==> config.mk <==
export PLATFORM = sky130hd
export DESIGN_NAME = lzvn_ctrl
export DESIGN_NICKNAME = d
export VERILOG_FILES = /design/src/design/lzvn_pkg.sv /design/src/design/lzvn_ctrl.sv
export SDC_FILE = /design/constraint.sdc
export NUM_CORES = 1
export LEC_CHECK = 0
export BUFFER_PORTS_ARGS = -buffer_cell sky130_fd_sc_hd__buf_2
export CAP_MARGIN = 20
export CORE_AREA = 2 2 39 41
export CTS_CLUSTER_DIAMETER = 150
export DETAILED_ROUTE_END_ITERATION = 10
export DIE_AREA = 0 0 41 43
export MAX_ROUTING_LAYER = met4
export PLACE_DENSITY = 0.6
export SETUP_SLACK_MARGIN = 0.1
export SLEW_MARGIN = 25
export SYNTH_ARGS = -nofsm -noshare
export SYNTH_HDL_FRONTEND = slang
export SYNTH_SLANG_ARGS = --single-unit
==> constraint.sdc <==
create_clock -name clk -period 1.2 [get_ports clk]
set_clock_uncertainty 0.2 [all_clocks]
set_input_delay 0.06 -clock clk [delete_from_list [all_inputs] [get_ports clk]]
set_output_delay 0.06 -clock clk [all_outputs]
set_load 0.01 [all_outputs]
==> src/design/lzvn_pkg.sv <==
`timescale 1ns / 1ps
// ----------------------------------------------------------------------------
// lzvn_pkg
// Shared constants, opcode codes and controller/datapath types for the
// LZVN payload decoder.
// ----------------------------------------------------------------------------
package lzvn_pkg;

  localparam int WindowDepthDefault    = 65536;
  localparam int BytesPerResultDefault = 8;

  localparam logic [1:0] ST_DATA     = 2'd0;
  localparam logic [1:0] ST_EOS      = 2'd1;
  localparam logic [1:0] ST_UNDEF    = 2'd2;
  localparam logic [1:0] ST_BAD_DIST = 2'd3;

  localparam logic [7:0] OP_EOS    = 8'h06;
  localparam logic [7:0] OP_NOP_A  = 8'h0E;
  localparam logic [7:0] OP_NOP_B  = 8'h16;
  localparam logic [7:0] OP_UND_A  = 8'h1E;
  localparam logic [7:0] OP_UND_B  = 8'h26;
  localparam logic [7:0] OP_UND_C  = 8'h2E;
  localparam logic [7:0] OP_UND_D  = 8'h36;
  localparam logic [7:0] OP_UND_E  = 8'h3E;
  localparam logic [7:0] OP_LRG_L  = 8'hE0;
  localparam logic [7:0] OP_LRG_M  = 8'hF0;
  localparam logic [3:0] HI_UND_A  = 4'h7;
  localparam logic [3:0] HI_UND_B  = 4'hD;
  localparam logic [3:0] HI_SML_M  = 4'hF;
  localparam logic [2:0] TOP_SML_L = 3'b111;
  localparam logic [2:0] TOP_MED_D = 3'b101;
  localparam logic [2:0] LOW_PRE_D = 3'b110;
  localparam logic [2:0] LOW_LRG_D = 3'b111;
  localparam logic [2:0] EOS_PAD   = 3'd7;
  localparam logic [8:0] LRG_BIAS  = 9'd16;
  localparam logic [4:0] MATCH_MIN = 5'd3;

  typedef enum logic [2:0] {
    PH_OPCODE,
    PH_OPER1,
    PH_OPER2,
    PH_LIT,
    PH_PAD,
    PH_HALT
  } phase_t;

  typedef struct packed {
    logic load;
    logic parse;
    logic rd;
    logic cp;
    logic emit_pack;
    logic emit_last;
    logic emit_stat;
  } lzvn_cmd_t;

  typedef struct packed {
    logic go_match;
    logic pack_full;
    logic pack_nz;
    logic stat_nz;
    logic out_free;
    logic match_one;
  } lzvn_sts_t;

endpackage

==> src/design/lzvn_ctrl.sv <==
`timescale 1ns / 1ps
// ----------------------------------------------------------------------------
// lzvn_ctrl
// Sequencer: accepts a byte, parses it, runs the match copy loop and
// flushes packed data and status results.
// ----------------------------------------------------------------------------
module lzvn_ctrl (
  input  logic               clk,
  input  logic               rst,
  input  logic               in_valid,
  output logic               in_ready,
  input  lzvn_pkg::lzvn_sts_t sts,
  output lzvn_pkg::lzvn_cmd_t cmd
);
  import lzvn_pkg::*;

  typedef enum logic [2:0] {
    S_IDLE,
    S_PARSE,
    S_MREAD,
    S_MWRITE,
    S_FLUSH,
    S_STAT
  } state_t;

  state_t state;

  always_ff @(posedge clk) begin
    if (rst) begin
      state <= S_IDLE;
    end else begin
      unique case (state)
        S_IDLE:   if (in_valid) state <= S_PARSE;
        S_PARSE:  state <= sts.go_match ? S_MREAD : S_FLUSH;
        S_MREAD:  if (!sts.pack_full || sts.out_free) state <= S_MWRITE;
        S_MWRITE: state <= sts.match_one ? S_FLUSH : S_MREAD;
        S_FLUSH:  if (!sts.pack_nz || sts.out_free) state <= S_STAT;
        S_STAT:   if (!sts.stat_nz || sts.out_free) state <= S_IDLE;
        default:  state <= S_IDLE;
      endcase
    end
  end

  always_comb begin
    cmd      = '0;
    in_ready = 1'b0;
    unique case (state)
      S_IDLE: begin
        in_ready = 1'b1;
        cmd.load = in_valid;
      end
      S_PARSE: cmd.parse = 1'b1;
      S_MREAD: begin
        if (!sts.pack_full || sts.out_free) begin
          cmd.rd        = 1'b1;
          cmd.emit_pack = sts.pack_full;
        end
      end
      S_MWRITE: cmd.cp = 1'b1;
      S_FLUSH: begin
        cmd.emit_pack = sts.pack_nz && sts.out_free;
        cmd.emit_last = !sts.stat_nz;
      end
      S_STAT: cmd.emit_stat = sts.stat_nz && sts.out_free;
      default: ;
    endcase
  end

endmodule

==> results.py, run 1 <==
metrics = {
    "synth": {
        "syn_area_um2": 332,
        "synth_cells": 37,
        "syn_nets": 46,
        "synth_area_leaders": "dfxtp_1 18%, buf_6 10%, a2111oi_4 8.3%",
        "yosysTopAreaCell": "dfxtp_1",
        "yosysWarnings": 0,
        "synth_top_area_share_pct": 18.1,
        "synth_ff_type": "dfxtp_1",
        "synth-seq-cells": 3,
        "synth_edf_count": 0,
        "ys_seq_area_share_pct": 18.1,
        "synth_cell_types": 27,
        "synthArstFlopShare_pct": 0,
        "syn_area_per_cell_um2": 8.96,
    },
    "final_layout": {
        "drive_gt1_share_pct": 69.7,
        "nets": 76,
        "areaGrowthSynthToFinish_pct": 80.8,
        "max_flop_register": "state",
        "regArea_um2": 68.8,
        "layoutNonFillerInstCount": 82,
        "diodes": 0,
        "multiInputGateArea_um2": 280,
        "reg_top3": "state (3)",
        "largest_reg_flops": 3,
        "nFillCells": 154,
    },
    "placement": {
        "pre_cts_slack_ns": -0.0430,
        "io_buffers": 16,
        "place_congestion": 0.776,
        "dpl.cell_count": 71,
    },
    "pwr": {
        "power.share.sequential_pct": 22.4,
        "switchingPower_uw": 211,
        "leakage_nw": 0.261,
        "finalPower_uw": 616,
        "swShare_pct": 34.3,
        "p_int_uw": 405,
        "pwr-share-comb_pct": 48.0,
        "p_clk_share_pct": 29.6,
        "power_density_nw_per_um2": 1030,
        "peakVddDrop_v": 0.000699,
    },
    "critical_path": {
        "cp-end-kind": "output pin",
        "cp_max_fo": 5,
        "path_class": "reg -> out",
        "critPathArrivalTime_ns": 1.17,
        "start_kind": "register",
        "r2r_slack_ns": -0.08,
        "worstPathRequired_ns": 0.94,
    },
    "flow_run": {
        "cap_viol_max_count": 0,
    },
    "cts": {
        "clk_path_buf_depth": 2,
        "cts_made_buffers": 3,
        "cts.clk_slew.worst_paths_ns": 0.04,
        "cts_tree": "yes",
        "clk-insertion-delay-late_ns": 0.24,
        "cts.sinks": 3,
        "htree_levels": 1,
        "cts_root_buffer": "clkbuf_4",
    },
    "drt": {
        "drc": 0,
        "num_vias": 372,
        "routedWlPerCell_um": 11.1,
        "wl_met1_um": 398,
        "wl_met3_um": 71,
        "wl_met2_um": 437,
        "dr.pass1.iters": 1,
        "top_layer": "met3",
        "via_per_inst": 4.54,
        "antenna_left": 0,
        "drtIter0Drc": 0,
        "routed_wirelength_um": 908,
    },
    "timing": {
        "fin_crit_sh_pct": 120,
        "slew_headroom_pct": 84.2,
        "hold_viol": 1,
        "timing.final.ws_setup_ns": -0.234,
        "fmax_mhz": 697,
        "tightest_slew_ns": 0.237,
        "period_needed_ns": 1.43,
        "rsz0062_at_grt": "true",
        "holdWs_ns": -0.00585,
        "fin_tns_setup_ns": -1.41,
        "drv_slew": 0,
        "setup_violations": 9,
    },
    "floorplan": {
        "die_h_um": 43,
        "top_level_ports": 17,
        "rows": 14,
        "die_area_um2": 1760,
        "start_util_pct": 24.0,
        "die_w_um": 41,
        "core_area_um2": 1380,
    },
    "worst_hold_path": {
        "hold_class": "in -> reg",
    },
    "status": {
        "status": "finished with violations",
        "failed_checks": "negative hold slack, negative setup slack",
    },
    "global_route": {
        "grt_max_degree": 8,
        "grt_pass1_vias": 292,
        "track_usage_pct": 11.4,
        "grt_pass1_wl_um": 1300,
        "antenna_found_initial": 0,
        "grt_overflow": 0,
    },
}
-- worst max-delay path, cell delays in order, from the launching register on --
cell and delay (ns):
dfxtp_4 0.35, and2b_4 0.26, and4_2 0.23, buf_6 0.10
-- cell usage in the layout (no fill, tap or decap), types with 2 or more instances in the layout --
master,netlist,final
buf_2,0,14
buf_4,0,6
buf_6,3,4
clkbuf_4,0,3
dfxtp_4,0,2
dlygate4sd3_1,0,4
nand2_1,2,2
nand2b_1,2,2
nor3_2,0,2
nor3b_2,1,3
-- logic make-up (layout without fill, tap and decap cells) --
kind of cell	Yosys count	in the layout	synth area share, %
buf+inv	4	33	11.3
simple gates	23	23	50.2
flops	3	3	18.1
compound gates	7	7	20.4
-- power by group through the flow --
stage | logic, mW | clock network, mW | registers, mW
floorplan | 0.177 | 0 | 0.125
global route | 0.317 | 0.194 | 0.140
detailed placement | 0.231 | 0 | 0.140
finish | 0.296 | 0.183 | 0.138
global placement | 0.229 | 0 | 0.139
CTS | 0.277 | 0.187 | 0.134
-- path summary, 6_finish.rpt --
| kind | start | to | cells after the start |
|---|---|---|---|
| max | state[1]$_SDFFE_PP0P_ | cmd[0] | 3 |
| min | sts[1] | state[0]$_SDFFE_PP0P_ | 3 |
| max reg2reg | state[1]$_SDFFE_PP0P_ | state[0]$_SDFFE_PP0P_ | 4 |
| min reg2reg | state[0]$_SDFFE_PP0P_ | state[0]$_SDFFE_PP0P_ | 3 |
-- per-stage QoR --
step	instance area, um2	utilization [%]	hold WS (ns)
floorplan	348	-	-0.0706
global placement	452	32.6	0.0531
detailed placement	452	32.6	0.0492
CTS	574	41.5	-0.00691
global route	599	43.3	0.0261
finish	599	43.3	-0.00585
-- routing by layer --
layer  GRT usage (%)  vias up
li1                -      192
met1            13.1      165
met5               -        -
met2            17.2       15
met4            2.00        0
met3            6.28        0
-- cell usage after synthesis (all sizes together), types with 2 or more instances --
master,count
nor2,2
dfxtp,3
nor3,3
buf,3
a21oi,2
nand2b,3
and2b,2
nor3b,3
nand2,2
-- timing repair --
item | in CTS | in global routing
endpoints found under the setup margin | 11 | 11
resized for setup | 10 | 5
setup buffers | 2 | 1
pin swaps | 2 | 0
hold buffers | 4 | 0
endpoints found under the hold margin | 3 | 0
-- area by class of cell --
type / count / area share [%]
multi-input combinational: 30 / 46.8
clock buffer: 4 / 4.38
tap: 16 / 3.34
sequential: 3 / 11.5
inverter: 1 / 0.626
timing repair buffer: 28 / 33.4
Power figures use the tool's default switching activity.
==> run 2, diff against run 1 <==
--- a/config.mk
+++ b/config.mk
@@ -12,7 +12,7 @@
 export DETAILED_ROUTE_END_ITERATION = 10
 export DIE_AREA = 0 0 41 43
 export MAX_ROUTING_LAYER = met4
-export PLACE_DENSITY = 0.6
+export PLACE_DENSITY = 0.58
 export SETUP_SLACK_MARGIN = 0.1
 export SLEW_MARGIN = 25
 export SYNTH_ARGS = -nofsm -noshare
==> constraint.sdc (replaced) <==
create_clock -name clk -period 1.2 [get_ports clk]
set_clock_uncertainty 0.2 [all_clocks]
set_input_delay 0.06 -clock clk [delete_from_list [all_inputs] [get_ports clk]]
set_output_delay 0.06 -clock clk [all_outputs]
set_load 0.005 [all_outputs]
==> results.py, run 2 (same netlist as run 1, synthesis figures left out) <==
metrics = {
    "timing": {
        "fin_tns_setup_ns": -1.37,
        "rsz0062_at_grt": "true",
        "setup_violations": 11,
        "fin_crit_sh_pct": 116,
        "fmax_mhz": 715,
        "drv_slew": 0,
        "hold_viol": 1,
        "holdWs_ns": -0.00475,
        "tightest_slew_ns": 0.252,
        "slew_headroom_pct": 83.2,
        "timing.final.ws_setup_ns": -0.198,
        "period_needed_ns": 1.40,
    },
    "final_layout": {
        "nets": 74,
        "fin_util_pct": 42.6,
        "layout_commonest_cell": "buf_2",
        "post-route-cell-area_um2": 589,
        "reg_top3": "state (3)",
        "layoutNonFillerInstCount": 80,
        "mostFrequentLayoutCells": "14 x buf_2, 6 x buf_4, 4 x buf_6",
        "max_flop_register": "state",
        "diodes": 0,
        "largest_reg_flops": 3,
        "drive_gt1_share_pct": 71.9,
        "areaGrowthSynthToFinish_pct": 77.7,
    },
    "critical_path": {
        "cp_max_fo": 5,
        "cp-end-kind": "output pin",
        "worstPathRequired_ns": 0.94,
        "cp.buffers_inverters": 1,
        "start_kind": "register",
        "path_class": "reg -> out",
        "crit_slowest_cell": "dfxtp_4",
        "crit_chain": "and2b_4 > a21oi_2 > nor3b_2 > buf_2",
        "slowest_delay_ns": 0.34,
        "critPathArrivalTime_ns": 1.14,
        "critical-path-top-delay-family": "simple AND/OR/NAND/NOR gates",
    },
    "pwr": {
        "leakage_nw": 0.253,
        "finalPower_uw": 606,
        "peakVddDrop_v": 0.000385,
        "power_density_nw_per_um2": 1030,
    },
    "cts": {
        "cts.sinks": 3,
        "cts_root_buffer": "clkbuf_4",
        "cts_made_buffers": 3,
        "cts.clk_slew.worst_paths_ns": 0.04,
        "clk-insertion-delay-late_ns": 0.23,
        "cts_tree": "yes",
        "htree_levels": 1,
        "clk_path_buf_depth": 2,
    },
    "placement": {
        "io_buffers": 16,
        "pre_cts_slack_ns": -0.0339,
        "place_congestion": 0.716,
        "place_area_um2": 449,
        "dpl.cell_count": 72,
        "dp.final_hpwl_um": 593,
    },
    "global_route": {
        "grt_max_degree": 10,
        "antenna_found_initial": 0,
        "grt_pass1_vias": 341,
        "grt_pass1_wl_um": 1220,
        "grt_overflow": 0,
        "track_usage_pct": 10.7,
    },
    "drt": {
        "drtIter0Drc": 0,
        "num_vias": 368,
        "routedWlPerCell_um": 10.9,
        "antenna_left": 0,
        "dr.pass1.iters": 1,
        "drc": 0,
        "routed_wirelength_um": 869,
        "via_per_inst": 4.60,
    },
    "floorplan": {
        "die_h_um": 43,
        "top_level_ports": 17,
        "die_w_um": 41,
        "die_area_um2": 1760,
        "rows": 14,
        "start_util_pct": 24.0,
        "core_area_um2": 1380,
    },
    "status": {
        "status": "finished with violations",
        "failed_checks": "negative hold slack, negative setup slack",
    },
    "worst_hold_path": {
        "hold_class": "in -> reg",
    },
    "flow_run": {
        "cap_viol_max_count": 0,
    },
}
==> run 2: what timing repair did <==
| item | CTS | global route |
|---|---|---|
| pin swaps | 7 | 0 |
| buffers inserted | 2 | 0 |
| hold endpoints to repair | 3 | 0 |
| endpoints found under the setup margin | 11 | 11 |
| hold buffers | 2 | 0 |
| gates resized for setup | 18 | 0 |
==> run 2: worst reg2reg max path: cells and delay by family (launching register included) <==
kind	cells	cell delay (ns)
buffers and inverters	2	0.26
and+or+nand+nor	2	0.29
DFF	1	0.34
AOI/OAI and AO/OA	1	0.13
==> run 2: worst paths after layout <==
check | startpoint | to | slack [ns] | cells after the start
worst min register to register | state[0]$_SDFFE_PP0P_ | state[2]$_SDFFE_PP0P_ | 0.41 | 3
worst max register to register | state[1]$_SDFFE_PP0P_ | state[1]$_SDFFE_PP0P_ | -0.11 | 5
worst max-delay path | state[1]$_SDFFE_PP0P_ | cmd[2] | -0.20 | 4
worst min-delay path | sts[5] | state[2]$_SDFFE_PP0P_ | -0.005 | 4
==> run 2: area by class of cell <==
class / count / area [um2]
Timing Repair Buffer: 26 / 180
Inverter: 1 / 3.75
Clock buffer: 4 / 26.3
Fill cell: 151 / 795
Multi-Input combinational cell: 30 / 288
Sequential cell: 3 / 71.3
Tap cell: 16 / 20.0
==> run 2: where the power goes <==
part           switching [mW]  internal, mW
registers              0.0276         0.117
clock network          0.0510         0.125
logic                   0.117         0.169
==> run 2: routing by layer <==
| layer | up-vias | GRT usage (%) | part of all wire, % |
|---|---|---|---|
| li1 | 189 | - | - |
| met5 | - | - | 0 |
| met4 | 0 | 8.00 | 0 |
| met2 | 9 | 17.5 | 55 |
| met3 | 0 | 3.14 | 5.4 |
| met1 | 170 | 9.58 | 40 |
